--- config.mk ---
export PLATFORM = sky130hd
export DESIGN_NAME = wbum_divider
export DESIGN_NICKNAME = d
export VERILOG_FILES = /design/src/sv/wbum_pkg.sv /design/src/sv/wbum_divider.sv
export SDC_FILE = /design/constraint.sdc
export NUM_CORES = 1
export LEC_CHECK = 0
export ABC_AREA = 1
export BUFFER_PORTS_ARGS = -buffer_cell sky130_fd_sc_hd__buf_4
export CORE_ASPECT_RATIO = 2
export CORE_MARGIN = 4
export CORE_UTILIZATION = 42
export DETAILED_ROUTE_END_ITERATION = 16
export GPL_TIMING_DRIVEN = 0
export SLEW_MARGIN = 15
export SYNTH_ARGS = -nofsm -noshare
export SYNTH_HDL_FRONTEND = slang
export SYNTH_SLANG_ARGS = --single-unit
--- constraint.sdc ---
create_clock -name clk -period 7.45 [get_ports clk]
set_clock_uncertainty 0.15 [all_clocks]
set_input_delay 0.3725 -clock clk [delete_from_list [all_inputs] [get_ports clk]]
set_output_delay 0.3725 -clock clk [all_outputs]
set_load 0.02 [all_outputs]
--- src/sv/wbum_pkg.sv ---
package wbum_pkg;

  // Ring geometry.
  localparam int BUCKET_SLOTS = 16;
  localparam int SLOT_W       = $clog2(BUCKET_SLOTS);
  localparam int CNT_W        = $clog2(BUCKET_SLOTS + 1);

  // Field widths.
  localparam int TIME_W = 63;
  localparam int REG_W  = 40;
  localparam int UTIL_W = 15;

  // 100.0 percent in unsigned Q7.8.
  localparam logic [UTIL_W-1:0] FULL_SCALE = 15'd25600;

  localparam logic [TIME_W-1:0] TIME_MAX = {TIME_W{1'b1}};

  // Configuration register indexes and reset values.
  localparam int CFG_IDX_W = 1;
  localparam logic [CFG_IDX_W-1:0] REG_BUCKET_LENGTH = 1'b0;
  localparam logic [CFG_IDX_W-1:0] REG_WINDOW_LENGTH = 1'b1;
  localparam logic [REG_W-1:0] BUCKET_LENGTH_RESET = 40'd1000000000;
  localparam logic [REG_W-1:0] WINDOW_LENGTH_RESET = 40'd10000000000;

  // One time bucket as held by a cell.
  typedef struct packed {
    logic [TIME_W-1:0] end_ns;
    logic [TIME_W-1:0] sum_ns;
    logic [TIME_W-1:0] act_ns;
  } bucket_t;

  // What a cell does at the next clock edge.
  typedef enum logic [1:0] {
    CELL_HOLD,
    CELL_UP,
    CELL_DOWN,
    CELL_WRITE
  } cell_op_t;

  // Sum of two non-negative 63-bit values, clipped at the largest value.
  function automatic logic [TIME_W-1:0] sat_add(input logic [TIME_W-1:0] a,
                                               input logic [TIME_W-1:0] b);
    logic [TIME_W:0] s;
    s = {1'b0, a} + {1'b0, b};
    return s[TIME_W] ? TIME_MAX : s[TIME_W-1:0];
  endfunction

endpackage

--- src/sv/wbum_divider.sv ---
// Serial unit for floor(a * FULL_SCALE / t), a <= t, t > 0. Each bit of the
// scale takes a shift step, then an add step that adds only where it is set.
module wbum_divider (
  input  logic                          clk,
  input  logic                          rst,
  input  logic                          start,
  input  logic [wbum_pkg::TIME_W-1:0]   a,
  input  logic [wbum_pkg::TIME_W-1:0]   t,
  output logic [wbum_pkg::UTIL_W-1:0]   q,
  output logic                          done
);

  localparam int BIT_W = $clog2(wbum_pkg::UTIL_W);

  logic                          run;
  logic                          phase;
  logic [BIT_W-1:0]              bit_idx;
  logic [wbum_pkg::TIME_W:0]     r;
  logic [wbum_pkg::TIME_W-1:0]   a_reg;
  logic [wbum_pkg::TIME_W-1:0]   t_reg;

  logic [wbum_pkg::TIME_W:0] r_shift;
  logic [wbum_pkg::TIME_W:0] r_add;
  logic                      shift_ge;
  logic                      add_ge;

  // The remainder stays below t, so neither step overflows 64 bits.
  assign r_shift  = {r[wbum_pkg::TIME_W-1:0], 1'b0};
  assign r_add    = r + {1'b0, a_reg};
  assign shift_ge = r_shift >= {1'b0, t_reg};
  assign add_ge   = r_add >= {1'b0, t_reg};

  always_ff @(posedge clk) begin
    if (rst) begin
      run  <= 1'b0;
      done <= 1'b0;
    end else begin
      done <= 1'b0;
      if (start) begin
        run     <= 1'b1;
        phase   <= 1'b0;
        bit_idx <= BIT_W'(wbum_pkg::UTIL_W - 1);
        r       <= '0;
        q       <= '0;
        a_reg   <= a;
        t_reg   <= t;
      end else if (run) begin
        if (!phase) begin
          r     <= shift_ge ? r_shift - {1'b0, t_reg} : r_shift;
          q     <= {q[wbum_pkg::UTIL_W-2:0], shift_ge};
          phase <= 1'b1;
        end else begin
          if (wbum_pkg::FULL_SCALE[bit_idx]) begin
            r <= add_ge ? r_add - {1'b0, t_reg} : r_add;
            q <= q + wbum_pkg::UTIL_W'(add_ge);
          end
          phase <= 1'b0;
          if (bit_idx == '0) begin
            run  <= 1'b0;
            done <= 1'b1;
          end else begin
            bit_idx <= bit_idx - BIT_W'(1);
          end
        end
      end
    end
  end

endmodule

==> key figures, run 1 <==
Global routing
  – Total gr overflow: 0
  – First-pass GRT wire length: between 150 and 200 mm
  – Gr usage total: 0.390
  – Largest net degree at the start of global routing: 32
  – Antenna violations before repair: 1
  – Vias in the first global route: ~26000

Route
  – Iteration-0 DRC Markers: 2042
  – Pre-antenna DRT Iters: 8
  – Vias per cell: 5.68
  – Routed WL per cell: 26.4 microns
  – Detailed Route WL: 119 mm
  – DR vias: 25600
  – # DRC: 0
  – Final ANT Viol Nets: 0

Timing
  – Final worst path period need: 7.23 ns
  – Final Max Slew Viols: 0
  – Final period utilization: 0.970
  – Final hold violations: 0
  – Fmax: between 0.1 and 0.15 GHz
  – Measured slew at the worst slew-check pin: 1.13 ns
  – Slew HR: 0.239
  – Final setup fails: 0

Placement
  – Input/output buffers: around 140
  – GP Congestion: 1.07
  – DP Wirelength: between 100 and 150 mm
  – Placed cell areas: between 20000 and 30000 sq um
  – Inst Count DP: 4287

Critical path
  – Largest stage delay, worst path: 0.56 ns
  – Kind of critical path: register to register
  – Crit path launch type: register
  – Worst Reg2Reg Path Length in Cells: 39
  – WP depth: 39
  – CP max-delay cell: edfxtp_1
  – Worst-path fanout max: 18
  – Endpoint type of the worst setup path: register
  – Worst Path Required: around 7.6 ns
  – CP arrival: approximately 7.4 ns
  – Worst path top cell family by delay: simple AND/OR/NAND/NOR gates
  – Worst path buffer plus inverter count: 3
  – Critical Path Most Common Cell: nand2_1

Logic synthesis
  – XOR/XNOR Fraction of Synth Area: 0.0528
  – Yosys top cell area share: 0.274
  – Post-synth top flop: edfxtp_1
  – Main combinational cell family by area after synthesis: simple AND/OR/NAND/NOR gates
  – Synth area leaders: edfxtp_1 (27%), nand2_1 (13%), ha_1 (10%)
  – Synth Register Bits: 213
  – Sequential area share after synthesis: 0.276
  – Post-Syn Nets: 3780
  – Post-synth ARST share: 0
  – Post-synthesis simple-gate area fraction: 0.293
  – Post-synth EDFFs: 210
  – Synthesized area: 23000 sq um
  – Netlist cell types: 49
  – Top cells by count, synth: nand2_1 (802), inv_1 (542), nor2_1 (423)
  – Post-Synthesis Cells: 3456
  – Post-Synth Adder-Cell Area: 0.107
  – Syn. warnings: 0
  – Mux contribution to synthesized area: 0
  – Syn avg cell area: 6.67 sq um
  – Synth area leader: edfxtp_1
  – Synth Area in Compound Gates: 0.170
  – Count leader, synth: nand2_1

Clock tree
  – Clock slew seen by the registers of the worst setup and hold paths: 0.07 ns
  – Clk root buf: clkbuf_16
  – TritonCTS buffer count: 24
  – TritonCTS clock tree: done
  – Buffer depth of the longest clock path: 3
  – CTS Sinks: 213
  – Worst-Skew Late Latency: roughly 0.6 ns
  – H-tree levels: 1

Finish
  – Design Area, Final: between 20000 and 30000 sq um
  – Fill count: about 5600
  – Largest register FFs: 64
  – Final std cells w/o fill: between 4000 and 5000
  – Layout Nets: 4143
  – Layout area overhead: 25.5%
  – Layout cells sized above 1: 0.124

Floorplan
  – Die Y-Extent: 339 microns
  – Initial Utilization: 0.424
  – Die area: ~59000 sq um
  – Die width: 174 microns
  – Ports: 145
  – Core Area: 54400 sq um
  – Row count: roughly 120

Pwr
  – Combinational Power Share: 0.659
  – Switching Fraction: 0.527
  – Pint: 4.01 mW
  – Worst vdd ir: about 250 uV
  – Clk network pwr share: 0.153
  – Sequential power share: 0.187
  – Switch Pwr: 4.46 mW
  – PwrDens: 293 nW/um^2
  – Pleak: between 10 and 15 nW

Job
  – Maxcap violations: 0

Min path
  – Min-delay worst type: register to register
  – Worst hold path cell count: 2

Run status
  – Status: finished, final reports clean
-- cell families after synthesis --
| logic type | count (synthesis) |
|---|---|
| simple gates | 1611 |
| compound gates | 706 |
| flops | 213 |
| xor+xnor | 139 |
| fa+ha+maj | 195 |
| buf+inv | 592 |
-- final timing paths --
kind / endpoint / slack, ns / start
max: q[14]$_SDFFCE_PP0P_ / 0.22 / r[37]$_SDFFCE_PP0P_
min: done$_SDFF_PP0_ / 0.32 / run$_SDFF_PP0_
max reg2reg: q[14]$_SDFFCE_PP0P_ / 0.22 / r[37]$_SDFFCE_PP0P_
min reg2reg: done$_SDFF_PP0_ / 0.32 / run$_SDFF_PP0_
-- power groups by stage --
| stage | clock network [mW] | registers (mW) | logic (mW) |
|---|---|---|---|
| after global routing | 1.35 | 1.59 | 5.98 |
| after floorplan | 0 | 1.57 | 3.24 |
| after global placement | 0 | 1.61 | 5.02 |
| final | 1.30 | 1.59 | 5.58 |
| after CTS | 1.31 | 1.58 | 5.27 |
| after detailed placement | 0 | 1.60 | 5.03 |
-- worst reg2reg max path, delay by kind of cell, from the launching register on --
kind | cells | cell delay, ns
AND/OR/NAND/NOR | 26 | 3.93
flip-flops | 1 | 0.56
buffers and inverters | 3 | 0.31
AO/OA/AOI/OAI | 6 | 1.00
adder cells (fa/ha/maj) | 4 | 1.04
-- per-layer routing --
layer  global-route usage  share of wire  up-vias
met1                0.382           0.32    12000
li1                     -              -    12200
met4                0.368           0.12        0
met5                    0              0        -
met2                0.701           0.50     1009
met3               0.0474          0.056      402
-- layout make-up --
cell class / instances / area [sq um] / share of cell area
antenna: 1 / 2.50 / 0.0000865
buffer: 46 / 265 / 0.00917
inverter: 545 / 2050 / 0.0707
tap: 676 / 846 / 0.0292
multi-input combinational: 2651 / 15600 / 0.539
clock inverter: 14 / 198 / 0.00684
clock buffer: 27 / 612 / 0.0212
timing repair buffer: 338 / 2990 / 0.103
sequential: 213 / 6370 / 0.220
-- cell usage in the layout (no fill, tap or decap), types with 26 or more instances in the layout --
cell and instances:
o211ai_1 26, xor2_1 70, o21ai_0 201, nand2_1 774, nand3_1 241, o21bai_1 38
a21oi_1 286, edfxtp_1 210, inv_1 536, a21oi_2 26, buf_4 204, nand3b_1 35
nor2_1 393, ha_4 40, a21o_1 27, dlygate4sd3_1 128, ha_1 147, xnor2_1 61
nor3_1 29
-- metrics by stage --
step                power, mW  hold slack [ns]  utilization  setup slack, ns  TNS [ns]
floorplan                4.80            0.272            -             1.00         0
global placement         6.63            0.293        0.459            -2.37   -292.20
global route             8.92            0.345        0.532          -0.0590   -0.0590
finish                   8.47            0.317        0.532            0.221         0
detailed placement       6.63            0.297        0.464            -2.34    -47.76
CTS                      8.16            0.296        0.517          0.00366         0
-- timing repair --
item	4_1_cts	5_1_grt
hold buffers	128	0
setup buffers	23	32
setup endpoints to repair	79	7
pin swaps	19	27
hold endpoints to repair	130	0
resized for setup	139	110
Note: power is estimated with default switching activity, not from simulation.
==> inputs of run 2 (changes only) <==
==> constraint.sdc (replaced) <==
create_clock -name clk -period 8.7 [get_ports clk]
set_clock_uncertainty 0.15 [all_clocks]
set_input_delay 0.435 -clock clk [delete_from_list [all_inputs] [get_ports clk]]
set_output_delay 0.435 -clock clk [all_outputs]
set_load 0.02 [all_outputs]
==> run 2 against run 1 <==
Compared with the run above:
- die area unchanged
- sequential share of layout area increased by 1.2 points
- critical path depth increased by 5
- critical path type unchanged
- flip-flop and latch count unchanged
- fmax decreased by 13%
- combinational power decreased by 19%
- largest cell class unchanged
- cell count decreased by 1.2%
==> key figures, run 2 (synthesis gave the netlist of run 1 again) <==
Timing
  – Post-route setup slack: 0.351 ns
  – Final worst path period need: 8.35 ns
  – Measured slew at the worst slew-check pin: between 1 and 1.5 ns
  – Final hold violations: 0
  – Final setup fails: 0
  – Final period utilization: 0.960
  – Fmax: between 0.1 and 0.15 GHz
  – Final Max Slew Viols: 0
  – Slew HR: 0.217
  – Unrepaired setup endpoints after global routing: false

Pwr
  – Pleak: between 10 and 15 nW
  – Worst vdd ir: 215 uV
  – PwrDens: 255 nW/um^2
  – Switching Fraction: 0.531
  – Combinational Power Share: 0.648
  – Pint: 3.27 mW
  – Sequential power share: 0.193
  – Switch Pwr: 3.71 mW
  – Clk network pwr share: 0.159

Critical path
  – R2R Setup Slk: 0.35 ns
  – Worst-path fanout max: 10
  – Worst path top cell family by delay: simple AND/OR/NAND/NOR gates
  – Kind of critical path: register to register
  – Crit path launch type: register
  – Endpoint type of the worst setup path: register
  – Largest stage delay, worst path: 0.66 ns
  – Reg-to-Reg End: q[14]$_SDFFCE_PP0P_
  – Critical Path Most Common Cell: nand2_1
  – Worst R2R Start: r[37]$_SDFFCE_PP0P_
  – Worst setup path start: r[37]$_SDFFCE_PP0P_
  – Worst Path Required: 8.88 ns
  – CP max-delay cell: o21ai_0
  – WP depth: 44
  – Last element of the critical path: q[14]$_SDFFCE_PP0P_
  – CP arrival: around 8.5 ns
  – Worst Reg2Reg Path Length in Cells: 44
  – Worst path buffer plus inverter count: 9

Route
  – Vias per cell: 5.68
  – Final ANT Viol Nets: 0
  – Routed WL per cell: 26.5 microns
  – DR vias: 25300
  – # DRC: 0
  – Detailed Route WL: 118 mm
  – Iteration-0 DRC Markers: 1957
  – Pre-antenna DRT Iters: 6

Floorplan
  – Ports: 145
  – Initial Utilization: 0.424
  – Die Y-Extent: 339 microns
  – Core Area: roughly 54000 sq um
  – Die width: 174 microns
  – Row count: 121
  – Die area: ~60000 sq um

Placement
  – Inst Count DP: 4287
  – GP Congestion: 1.07
  – Place WS: -1.09 ns
  – Input/output buffers: 144
  – DP Wirelength: 102 mm
  – Placed cell areas: ~25000 sq um

Job
  – Maxcap violations: 0

Finish
  – Most frequent cells in the layout: nand2_1 (799), inv_1 (542), nor2_1 (418)
  – Design Area, Final: 27400 sq um
  – Leading cell type in the layout, fill and taps excluded: nand2_1
  – Layout cells sized above 1: 0.0701
  – Layout area overhead: 19.0%
  – Antenna diodes: 0
  – Largest register FFs: 64
  – Final std cells w/o fill: 4459
  – Layout Nets: 4092

Clock tree
  – Clock slew seen by the registers of the worst setup and hold paths: roughly 0.06 ns
  – TritonCTS buffer count: 24
  – TritonCTS clock tree: done
  – CTS Sinks: 213
  – H-tree levels: 1
  – Buffer depth of the longest clock path: 3
  – Worst-Skew Late Latency: 0.61 ns
  – Clk root buf: clkbuf_16

Min path
  – Min-delay worst type: input port to register

Global routing
  – Total gr overflow: 0
  – First-pass GRT wire length: 167 mm
  – Largest net degree at the start of global routing: 32
  – Vias in the first global route: 26100
  – Gr usage total: 0.389
  – Antenna violations before repair: 0

Run status
  – Status: finished, final reports clean
run 2: changes by cell type in the layout (fill, tap and decap cells not counted), moves of 12 or more:
cell	change
a21oi_1	+25
a21oi_2	-24
buf_4	-51
ha_1	+45
ha_4	-40
nand2_1	+25
nand2_2	-18
nor2_1	+25
nor2_2	-13
nor2_4	-12
o21ai_0	+20
o21ai_1	-13
run 2: area by class of cell:
cell class              count  area (sq um)
multi-input cells        2651         14500
plain buffers              47           275
flip-flops and latches    213          6370
clock inverters            14           198
fillers                  5725         26900
inverters                 545          2050
repair buffers            286          2600
well taps                 676           846
clock buffers              27           612
run 2: worst register-to-register path: cells and delay by family, from the launching register on:
| kind | cells | cell delay (ns) |
|---|---|---|
| flops | 1 | 0.55 |
| buf+inv | 9 | 1.13 |
| simple gates | 26 | 3.76 |
| xor+xnor | 1 | 0.28 |
| compound gates | 4 | 0.95 |
| fa+ha+maj | 4 | 1.29 |
run 2: how the worst min path moves through the flow:
stage,start,endpoint,cells after the start
after global placement,run$_SDFF_PP0_,done$_SDFF_PP0_,2
after global routing,start,bit_idx[0]$_SDFFCE_PP0P_,2
after CTS,start,bit_idx[0]$_SDFFCE_PP0P_,2
after floorplan,run$_SDFF_PP0_,done$_SDFF_PP0_,2
final,start,bit_idx[0]$_SDFFCE_PP0P_,2
after detailed placement,run$_SDFF_PP0_,done$_SDFF_PP0_,2
run 2: what timing repair did:
action | in CTS | in global routing
pin swaps | 0 | 2
hold endpoints to repair | 127 | 0
buffers inserted | 0 | 4
hold buffers | 127 | 0
endpoints found under the setup margin | 9 | 5
gates resized for setup | 12 | 17
run 2: stage by stage:
stage                     hold WS (ns)  power (mW)   util  TNS [ns]
after detailed placement         0.297        5.68  0.464     -4.92
after CTS                       0.0567        6.86  0.503         0
after floorplan                  0.272        4.11      -         0
after global routing            0.0854        7.38  0.505         0
final                           0.0770        6.99  0.505         0
after global placement           0.293        5.68  0.459    -93.86
run 2: power by group through the flow:
stage / Sequential, mW / Clock, mW / Combinational, mW
3_5_place_dp: 1.37 / 0 / 4.31
2_1_floorplan: 1.34 / 0 / 2.77
3_3_place_gp: 1.38 / 0 / 4.30
4_1_cts: 1.35 / 1.12 / 4.38
6_report: 1.35 / 1.11 / 4.53
5_1_grt: 1.36 / 1.16 / 4.86
run 2: layer usage:
layer  track usage  share of wire
met3        0.0531          0.054
met1         0.377           0.33
met5             0              0
met4         0.373           0.12
met2         0.695           0.50
