--- config.mk ---
export PLATFORM = sky130hd
export DESIGN_NAME = wbum_cell
export DESIGN_NICKNAME = d
export VERILOG_FILES = /design/src/sv/wbum_pkg.sv /design/src/sv/wbum_cell.sv
export SDC_FILE = /design/constraint.sdc
export NUM_CORES = 1
export LEC_CHECK = 0
export ABC_AREA = 1
export BUFFER_PORTS_ARGS = -buffer_cell sky130_fd_sc_hd__buf_2
export CORE_AREA = 2 2 292 294
export CTS_CLUSTER_SIZE = 8
export DETAILED_ROUTE_END_ITERATION = 10
export DIE_AREA = 0 0 294 296
export GPL_TIMING_DRIVEN = 0
export HOLD_SLACK_MARGIN = 0.15
export PLACE_DENSITY = 0.39
export SYNTH_ARGS = -nofsm -noshare
export SYNTH_HDL_FRONTEND = slang
export SYNTH_SLANG_ARGS = --single-unit
--- constraint.sdc ---
create_clock -name clk -period 8.41 [get_ports clk]
set_clock_uncertainty 0.05 [all_clocks]
set_input_delay 1.2615 -clock clk [delete_from_list [all_inputs] [get_ports clk]]
set_output_delay 1.2615 -clock clk [all_outputs]
set_load 0.02 [all_outputs]
--- src/sv/wbum_pkg.sv ---
package wbum_pkg;

  // Ring geometry.
  localparam int BUCKET_SLOTS = 16;
  localparam int SLOT_W       = $clog2(BUCKET_SLOTS);
  localparam int CNT_W        = $clog2(BUCKET_SLOTS + 1);

  // Field widths.
  localparam int TIME_W = 63;
  localparam int REG_W  = 40;
  localparam int UTIL_W = 15;

  // 100.0 percent in unsigned Q7.8.
  localparam logic [UTIL_W-1:0] FULL_SCALE = 15'd25600;

  localparam logic [TIME_W-1:0] TIME_MAX = {TIME_W{1'b1}};

  // Configuration register indexes and reset values.
  localparam int CFG_IDX_W = 1;
  localparam logic [CFG_IDX_W-1:0] REG_BUCKET_LENGTH = 1'b0;
  localparam logic [CFG_IDX_W-1:0] REG_WINDOW_LENGTH = 1'b1;
  localparam logic [REG_W-1:0] BUCKET_LENGTH_RESET = 40'd1000000000;
  localparam logic [REG_W-1:0] WINDOW_LENGTH_RESET = 40'd10000000000;

  // One time bucket as held by a cell.
  typedef struct packed {
    logic [TIME_W-1:0] end_ns;
    logic [TIME_W-1:0] sum_ns;
    logic [TIME_W-1:0] act_ns;
  } bucket_t;

  // What a cell does at the next clock edge.
  typedef enum logic [1:0] {
    CELL_HOLD,
    CELL_UP,
    CELL_DOWN,
    CELL_WRITE
  } cell_op_t;

  // Sum of two non-negative 63-bit values, clipped at the largest value.
  function automatic logic [TIME_W-1:0] sat_add(input logic [TIME_W-1:0] a,
                                               input logic [TIME_W-1:0] b);
    logic [TIME_W:0] s;
    s = {1'b0, a} + {1'b0, b};
    return s[TIME_W] ? TIME_MAX : s[TIME_W-1:0];
  endfunction

endpackage

--- src/sv/wbum_cell.sv ---
// One bucket of the ring. Cell 0 holds the newest bucket; a new bucket
// pushes every entry one cell up, and a summing pass rotates them down.
module wbum_cell (
  input  logic               clk,
  input  wbum_pkg::cell_op_t op,
  input  wbum_pkg::bucket_t  prev_in,
  input  wbum_pkg::bucket_t  next_in,
  input  wbum_pkg::bucket_t  wr_in,
  output wbum_pkg::bucket_t  data
);

  always_ff @(posedge clk) begin
    unique case (op)
      wbum_pkg::CELL_HOLD:  data <= data;
      wbum_pkg::CELL_UP:    data <= prev_in;
      wbum_pkg::CELL_DOWN:  data <= next_in;
      wbum_pkg::CELL_WRITE: data <= wr_in;
      default:              data <= data;
    endcase
  end

endmodule

==> results.txt, run 1 <==
Status - finished, final reports clean
CTS Root Cell - clkbuf_16
Final WS setup - 5.09 ns
DR WL/cell - 21.3 um
HP Class - in -> reg
# rows - 107
Critical Path Start Type - input port
Post-placement cell area - 0.0151 mm^2
# DRC - 0
Initial antenna violation count - 14
Worst EP required - 8.54 ns
Total track usage - 13.8%
Max cap viols - 0
Most frequent cells in the layout - buf_2, nand3_1, nand2_1, edfxtp_1, buf_4
Final ANT Viol Nets - 0
Post-DP HPWL - 51,000 um
Avg Synthesized Cell Area - 9.39 um^2
Vias in the first global route - 11,900
Dominant cell type by area after synthesis - edfxtp_1
Relative slew slack - 57.2%
Die Wd - 294 um
Most used cell, CP - buf_4
Die area - 0.0870 mm^2
Number of flip-flops under the largest register name - 189
Fillcell total - 9,555
Worst-path clk slew - 0.08 ns
CP Class - in -> reg
Final Cycle Share - 39.5%
Core area - 0.0842 mm^2
Wire length of the first global-routing pass - 84,200 um
Gate Count Post-Synth - 1,051
Final instance area - 0.0157 mm^2
Largest regs - data: 189 flops
Syn nets - 1,621
Post-synthesis cell area - 0.00987 mm^2
Total of warnings raised by yosys - 0
CP arrival - 3.45 ns
Leak pwr - 7.27 nW
Fmax - 301 MHz
Hold_ws - 0.989 ns
CTS Buffer Depth - 2
P per Cell Area - 175 mW/mm^2
Crit path cell chain - buf_4 -> inv_4 -> buf_6 -> buf_4 -> nand2_4 -> buf_12 -> buf_16
Initial Utilization - 11.7%
Iter 0 DRT Violations - 880
Top-area cell type share of the netlist area - 57.5%
FF+latch area - 0.00568 mm^2
# setup viols final - 0
# hold bufs at CTS - 0
Layout area overhead - 58.6%
Via density - 4.05
Final Max Tran Viols - 0
Layout cell share with drive strength beyond 1 - 47.9%
RSZ-0062 raised after global routing - false
Peak supply drop - 165 uV
CTS tree - yes
CTS sink count - 189
Slowest CP cell - nand2_4
Largest net degree at the start of global routing - 62
Hold Fails Final Rpt - 0
Die span in y - 296 um
Multi-input combinational cell area - 0.00356 mm^2
WL final - 62,500 um
Leading post-synthesis cells by cell area - edfxtp_1, nand3_1, nand2_1
Min cycle time layout - 3.32 ns
CP max FO - 61
GRT overflow - 0
Post-CTS setup repair buffer count - 0
Nets - 2,399
Vias - 11,900
GPL Wtd Cong - 0.982
Worst slew pin tran - 0.643 ns
Unique masters post-synth - 9
Commonest non-fill, non-tap cell in the layout - buf_2
PortBufs - 756
Worst setup startpoint - op[1]
Pre-CTS WS - 4.44 ns
Total power - 2.73 mW
Worst setup path end - data[79]
Most flops, register - data
TritonRoute pass-1 iters - 5
Post-cts resize count - 0
Sequential fraction of the synthesis area - 57.5%
Critical Path Max Stage Delay - 0.39 ns
Critical path endpoint category - register
I/O pin total - 759
Synthesized flop and latch total - 189
Total CTS buffers - 17
Htree depth - 4
layout make-up:
class                      count  area share (%)
tap                         1090            8.71
clock inverter                13           0.727
antenna                        4          0.0639
multi-input combinational    757            22.7
clock buffer                  18            2.74
timing repair buffer         759            24.7
buffer                       103            4.03
sequential                   189            36.3
inverter                       2          0.0799
routing by layer:
metal  wire [um]  vias to the layer above  global-route usage (%)
met5          27                        -                       0
met4        2150                        4                    6.46
met3        5130                      105                    3.78
met2       29800                      677                    22.4
met1       25400                     5702                    16.8
li1            -                     5398                       -
critical path, delay by kind of cell:
family        cells  cell delay (ns)
buf+inv           6             1.61
simple gates      1             0.39
logic make-up after synthesis:
logic type    count (synthesis)  synth area share, %
simple gates                757                 36.0
flops                       189                 57.5
buf+inv                     105                 6.52
power breakdown:
part / leakage (nW) / internal (mW) / switching, mW
registers: 1.95 / 1.17 / 0.0330
logic: 5.06 / 0.246 / 0.456
clock network: 0.269 / 0.407 / 0.423
worst min path at each step:
stage,end,startpoint,cells after the start
6_report,data[32],prev_in[32],3
5_1_grt,data[105],prev_in[105],3
4_1_cts,data[102],prev_in[102],3
3_5_place_dp,data[114],prev_in[114],3
3_3_place_gp,data[157],prev_in[157],3
2_1_floorplan,data[100],prev_in[100],2
cells in the mapped netlist (all sizes together):
| cell | number |
|---|---|
| clkbuf | 11 |
| buf | 92 |
| edfxtp | 189 |
| inv | 2 |
| nand2 | 190 |
| nand3 | 567 |
metrics by stage:
step,TNS [ns],instances,util [%]
after floorplan,0,1051,-
final,0,2935,18.6
after detailed placement,0,2900,17.9
after global routing,0,2934,18.6
after CTS,0,2931,18.6
after global placement,-283.55,2897,17.8
(Power assumes the default switching activity.)
==> inputs of run 2 (changes only) <==
--- a/config.mk
+++ b/config.mk
@@ -7,10 +7,10 @@
 export LEC_CHECK = 0
 export ABC_AREA = 1
 export BUFFER_PORTS_ARGS = -buffer_cell sky130_fd_sc_hd__buf_2
-export CORE_AREA = 2 2 292 294
+export CORE_AREA = 2 2 298 300
 export CTS_CLUSTER_SIZE = 8
 export DETAILED_ROUTE_END_ITERATION = 10
-export DIE_AREA = 0 0 294 296
+export DIE_AREA = 0 0 300 302
 export GPL_TIMING_DRIVEN = 0
 export HOLD_SLACK_MARGIN = 0.15
 export PLACE_DENSITY = 0.39
==> constraint.sdc (replaced) <==
create_clock -name clk -period 2.7 [get_ports clk]
set_clock_uncertainty 0.05 [all_clocks]
set_input_delay 0.405 -clock clk [delete_from_list [all_inputs] [get_ports clk]]
set_output_delay 0.405 -clock clk [all_outputs]
set_load 0.02 [all_outputs]
==> run 2 against run 1 <==
  * Global-route usage increased by 0.50 points
  * Via count increased by 9.8%
  * Power increased to 3.4 times the previous value
  * Routed wire length increased by 8.3%
  * Clock-buffer cell count unchanged
  * Worst hold slack got worse by 0.79 ns
  * Die area increased by 4.1%
  * Combinational power increased to 3.9 times the previous value
  * First-iteration DRC count increased by 17%
  * Utilization increased by 3.2 points
  * Largest power group unchanged
  * Highest routed layer unchanged
==> results.txt, run 2 (synthesized netlist as in run 1, its figures left out) <==
CTS sink count - 189 (unchanged)
DR WL/cell - 20.2 um (-5.1%)
Critical Path Start Type - input port
CTS Root Cell - clkbuf_16
Relative slew slack - 48.9% (-8.3 points)
TritonRoute pass-1 iters - 5 (unchanged)
Multi-input combinational cell area - 0.00357 mm^2 (+0.25%)
Die span in y - 302 um (+2.0%)
CP max FO - 11 (-82%)
Final WS setup - 0.637 ns (-4.45 ns)
Via density - 3.90 (-3.8%)
Die Wd - 300 um (+2.0%)
Most flops, register - data
Total negative slack - 0 ns (unchanged)
CP Class - in -> reg
Core area - 0.0876 mm^2 (+4.0%)
Final Util - 21.8% (+3.2 points)
Htree depth - 4 (unchanged)
Max cap viols - 0 (unchanged)
# setup viols final - 0 (unchanged)
Post-CTS setup repair buffer count - 0 (unchanged)
P per Cell Area - 485 mW/mm^2 (+180%)
CTS tree - yes
Wire length of the first global-routing pass - 90,800 um (+7.9%)
I/O pin total - 759 (unchanged)
Die area - 0.0906 mm^2 (+4.1%)
Largest net degree at the start of global routing - 94 (+52%)
Post-DP HPWL - 52,600 um (+3.1%)
Worst-path clk slew - 0.08 ns (about the same)
Commonest non-fill, non-tap cell in the layout - buf_2
Number of flip-flops under the largest register name - 189 (unchanged)
Vias in the first global route - 12,800 (+7.8%)
Peak supply drop - 517 uV (+210%)
Worst EP required - 2.92 ns (-5.62 ns)
Iter 0 DRT Violations - 1,030 (+17%)
WL final - 67,700 um (+8.3%)
CP arrival - 2.28 ns (-1.17 ns)
Final Cycle Share - 76.4%
Initial Utilization - 11.3% (-0.45 points)
Leak pwr - 8.72 nW (+20%)
Final ANT Viol Nets - 0 (unchanged)
Most frequent cells in the layout - buf_2, nand3_1, dlygate4sd3_1
Critical path endpoint category - register
Layout area overhead - 93.7%
Hold Fails Final Rpt - 0 (unchanged)
Nets - 2,729 (+14%)
# DRC - 0 (unchanged)
Total CTS buffers - 17 (unchanged)
Final instance area - 0.0191 mm^2 (+22%)
Vias - 13,000 (+9.8%)
RSZ-0062 raised after global routing - false
GRT overflow - 0 (unchanged)
Fillcell total - 9,854 (+3.1%)
Post-cts resize count - 0 (unchanged)
Layout cell share with drive strength beyond 1 - 40.6% (-7.3 points)
GPL Wtd Cong - 0.900 (-8.4%)
Initial antenna violation count - 16 (+2)
HP Class - in -> reg
CTS Buffer Depth - 2 (unchanged)
Largest regs - data: 189 flops
Hold_ws - 0.197 ns (-0.792 ns)
# rows - 109 (+1.9%)
Worst slew pin tran - 0.767 ns (+0.124 ns)
# hold bufs at CTS - 331 (+331)
FF+latch area - 0.00568 mm^2 (unchanged)
Total track usage - 14.3% (+0.50 points)
Post-placement cell area - 0.0152 mm^2 (+0.55%)
Status - finished, final reports clean
Final Max Tran Viols - 0 (unchanged)
Min cycle time layout - 2.06 ns
Pre-CTS WS - 0.157 ns (-4.29 ns)
Fmax - 485 MHz
PortBufs - 756 (unchanged)
[run 2: worst max-delay path: stages]
cell and delay, ns:
buf_4 0.37, inv_4 0.21, buf_6 0.24, buf_6 0.19, nand3_1 0.15, nand3_1 0.09, dlygate4sd3_1 0.55
[run 2: final cells by class]
type	count	share of cell area [%]
Sequential cell	189	29.7
Antenna cell	12	0.157
Inverter	2	0.0655
Timing Repair Buffer	1089	37.4
Clock inverter	14	0.831
Multi-Input combinational cell	757	18.7
Buffer	103	3.30
Tap cell	1165	7.63
Clock buffer	18	2.25
[run 2: metal layers]
layer	share of wire [%]	routed length (um)	vias to the layer above	global-route usage, %
met5	0.040	27	-	0
met4	2.8	1870	4	5.56
met3	7.5	5080	85	3.90
met2	49	32900	638	23.9
met1	41	27800	6247	17.3
li1	-	-	6075	-
[run 2: power breakdown]
part | internal (mW) | switching, mW | leakage [nW]
registers | 3.64 | 0.0964 | 1.95
clock network | 1.39 | 1.44 | 0.277
logic | 1.19 | 1.53 | 6.49
total | 6.22 | 3.06 | 8.72
[run 2: path summary, 6_finish.rpt]
path / startpoint / end / slack, ns / cells after the start
max: op[0] / data[148] / 0.64 / 7
min: prev_in[52] / data[52] / 0.20 / 3
[run 2: through the flow]
| step | total power, mW | cells |
|---|---|---|
| global placement | 6.05 | 2972 |
| detailed placement | 6.04 | 2974 |
| floorplan | 4.82 | 1051 |
| CTS | 9.44 | 3337 |
| finish | 9.28 | 3349 |
| global route | 9.70 | 3345 |
==> inputs of run 3 (changes only) <==
==> config.mk (replaced) <==
export PLATFORM = sky130hd
export DESIGN_NAME = wbum_cell
export DESIGN_NICKNAME = d
export VERILOG_FILES = /design/src/sv/wbum_pkg.sv /design/src/sv/wbum_cell.sv
export SDC_FILE = /design/constraint.sdc
export NUM_CORES = 1
export LEC_CHECK = 0
export ABC_AREA = 0
export BUFFER_PORTS_ARGS = -buffer_cell sky130_fd_sc_hd__buf_2
export CORE_AREA = 2 2 299 301
export CTS_CLUSTER_SIZE = 8
export DETAILED_ROUTE_END_ITERATION = 10
export DIE_AREA = 0 0 301 303
export GPL_TIMING_DRIVEN = 0
export HOLD_SLACK_MARGIN = 0.15
export PLACE_DENSITY = 0.38
export SYNTH_ARGS = -nofsm -noshare
export SYNTH_HDL_FRONTEND = slang
export SYNTH_SLANG_ARGS = --single-unit
==> constraint.sdc (replaced) <==
create_clock -name clk -period 1.85 [get_ports clk]
set_clock_uncertainty 0.05 [all_clocks]
set_input_delay 0.2775 -clock clk [delete_from_list [all_inputs] [get_ports clk]]
set_output_delay 0.2775 -clock clk [all_outputs]
set_load 0.02 [all_outputs]
==> run 3 against run 2 <==
  * Synthesized cell count decreased by 22%
  * Sequential share of layout area decreased by 1.8 points
  * Highest routed layer unchanged
  * Routed wire length decreased by 11%
  * Die area increased by 0.67%
  * Critical endpoint is now data[111]
  * First-iteration DRC count decreased by 45%
  * Critical path depth decreased by 2
  * Worst setup slack got worse by 0.58 ns
  * Via count decreased by 9.9%
  * Area after synthesis decreased by 2.7%
  * Largest cell class unchanged
  * Largest power group unchanged
  * Cell count decreased by 2.6%
  * Power increased by 41%
==> results.txt, run 3 <==
Status - finished, final reports clean
Multi-input combinational cell area - 0.00356 mm^2 (-0.14%)
Initial antenna violation count - 24 (+8)
Iter 0 DRT Violations - 567 (-45%)
Fmax - 558 MHz
Layout area overhead - 112%
Commonest non-fill, non-tap cell in the layout - buf_2
Avg Synthesized Cell Area - 11.7 um^2 (+25%)
GRT overflow - 0 (unchanged)
Non-Filler Instances - 3,261 (-2.6%)
Wire length of the first global-routing pass - 80,500 um (-11%)
Relative slew slack - 48.9% (+0.071 points)
Die area - 0.0912 mm^2 (+0.67%)
GPL Wtd Cong - 0.887 (-1.4%)
Die span in y - 303 um (+0.33%)
Final ANT Viol Nets - 0 (unchanged)
HP Class - in -> reg
Min cycle time layout - 1.79 ns
Max cap viols - 0 (unchanged)
Met3 Routed Length - 4380 um (-14%)
Largest net degree at the start of global routing - 61 (-35%)
Unique masters post-synth - 10 (+1)
Post-synthesis cell area - 0.00961 mm^2 (-2.7%)
CP Class - in -> reg
Highest routed layer - met5
Met2 wire len - 30,800 um (-6.5%)
Post-DP HPWL - 46,800 um (-11%)
P per Cell Area - 646 mW/mm^2 (+33%)
Final instance area - 0.0203 mm^2 (+6.4%)
Most frequent cells in the layout - buf_2, dlygate4sd3_1
FF+latch area - 0.00568 mm^2 (unchanged)
# DRC - 0 (unchanged)
Final Cycle Share - 96.9%
Number of synthesized flops with an enable pin - 189 (unchanged)
Vias in the first global route - 12,200 (-4.9%)
I/O pin total - 759 (unchanged)
CP arrival - 1.91 ns (-0.37 ns)
Dominant cell type by area after synthesis - edfxtp_1
Worst-path clk slew - 0.07 ns (about the same)
Antenna cell count - 0 (-12)
# setup viols final - 0 (unchanged)
DR WL/cell - 18.5 um (-8.7%)
Leak pwr - 9.13 nW (+4.6%)
Final Max Tran Viols - 0 (unchanged)
Nets - 2,653 (-2.8%)
Top-area cell type share of the netlist area - 59.1% (+1.6 points)
Syn nets - 1,390 (-14%)
CP max FO - 60 (+49)
Worst EP required - 1.96 ns (-0.96 ns)
Synthesized flop and latch total - 189 (unchanged)
CTS Buffer Depth - 2 (unchanged)
Gate Count Post-Synth - 820 (-22%)
CTS sink count - 189 (unchanged)
Final Util - 23.1% (+1.3 points)
Hold_ws - 0.194 ns (-0.00285 ns)
Vias - 11,800 (-9.9%)
Htree depth - 4 (unchanged)
WL final - 60,200 um (-11%)
Post-placement cell area - 0.0149 mm^2 (-1.6%)
Total of warnings raised by yosys - 0 (unchanged)
Wl on met1 - 23,600 um (-15%)
Layout cell share with drive strength beyond 1 - 39.5% (-1.1 points)
# rows - 109 (unchanged)
CTS tree - yes
Commonest cells in the netlist - a21oi_1, edfxtp_1, mux2i_1, nor2_1, clkbuf_1
Hold Fails Final Rpt - 0 (unchanged)
Initial Utilization - 10.9% (-0.35 points)
Worst slew pin tran - 0.766 ns (-0.00107 ns)
TritonRoute pass-1 iters - 5 (unchanged)
Die Wd - 301 um (+0.33%)
CTS Root Cell - clkbuf_16
Core area - 0.0880 mm^2 (+0.47%)
Critical path endpoint category - register
Post-synth ARST share - 0% (unchanged)
Most flops, register - data
Sequential fraction of the synthesis area - 59.1% (+1.6 points)
Total track usage - 12.5% (-1.8 points)
RSZ-0062 raised after global routing - false
PortBufs - 756 (unchanged)
Critical Path Start Type - input port
Total CTS buffers - 17 (unchanged)
Leading post-synthesis cells by cell area - edfxtp_1, mux2i_1, a21oi_1
Number of flip-flops under the largest register name - 189 (unchanged)
Peak supply drop - 742 uV (+43%)
Main synth FF type - edfxtp_1
Largest regs - data: 189 flops
Via density - 3.61 (-7.4%)
Placed Instances - 2,744 (-7.7%)
Fillcell total - 9,504 (-3.6%)
## run 3: what timing repair did
action                     in CTS  in global routing
setup buffers                   0                  2
hold endpoints to repair      189                  1
pin swaps                       1                  1
setup endpoints to repair      57                 73
hold buffers                  482                  1
gates cloned                    1                  0
resized for setup               0                  3
## run 3: metrics by stage
| step | total power [mW] | setup TNS [ns] | setup WS (ns) |
|---|---|---|---|
| 2_1_floorplan | 7.00 | -132.16 | -0.699 |
| 3_3_place_gp | 8.59 | -360.63 | -1.79 |
| 3_5_place_dp | 8.60 | -113.62 | -0.742 |
| 4_1_cts | 13.3 | 0 | 0.00676 |
| 5_1_grt | 13.8 | 0 | 0.00374 |
| 6_report | 13.1 | 0 | 0.0581 |
## run 3: final timing paths
path | startpoint | slack [ns] | end | depth (start not counted)
hold / removal | next_in[118] | 0.19 | data[118] | 3
setup / recovery | op[1] | 0.06 | data[111] | 5
## run 3: power by group
part           internal [mW]  total (mW)  switching [mW]
logic                   1.95        4.01            2.06
clock network           1.84        3.69            1.85
registers               5.30        5.42           0.127
total                   9.09        13.1            4.03
## run 3: per-layer routing
metal / track usage [%] / up-vias
li1: - / 5526
met1: 13.8 / 5552
met2: 22.8 / 600
met3: 3.77 / 79
met4: 3.90 / 6
met5: 0 / -
## run 3: kinds of logic after synthesis
group / Yosys count / synth area share (%)
AOI/OAI and AO/OA: 189 / 9.85
DFF: 189 / 59.1
and+or+nand+nor: 190 / 7.45
buffers and inverters: 63 / 3.93
muxes: 189 / 19.7
## run 3: layout make-up
cell class | instances | share of cell area (%)
repair buffers | 1244 | 42.8
clock inverters | 11 | 0.462
multi-input cells | 569 | 17.5
clock buffers | 21 | 2.17
plain buffers | 62 | 1.93
flip-flops and latches | 189 | 27.9
well taps | 1165 | 7.17
## run 3: worst max-delay path, cell delays in order
cell	delay (ns)
buf_4	0.23
buf_2	0.48
or2_4	0.23
buf_4	0.26
buf_16	0.30
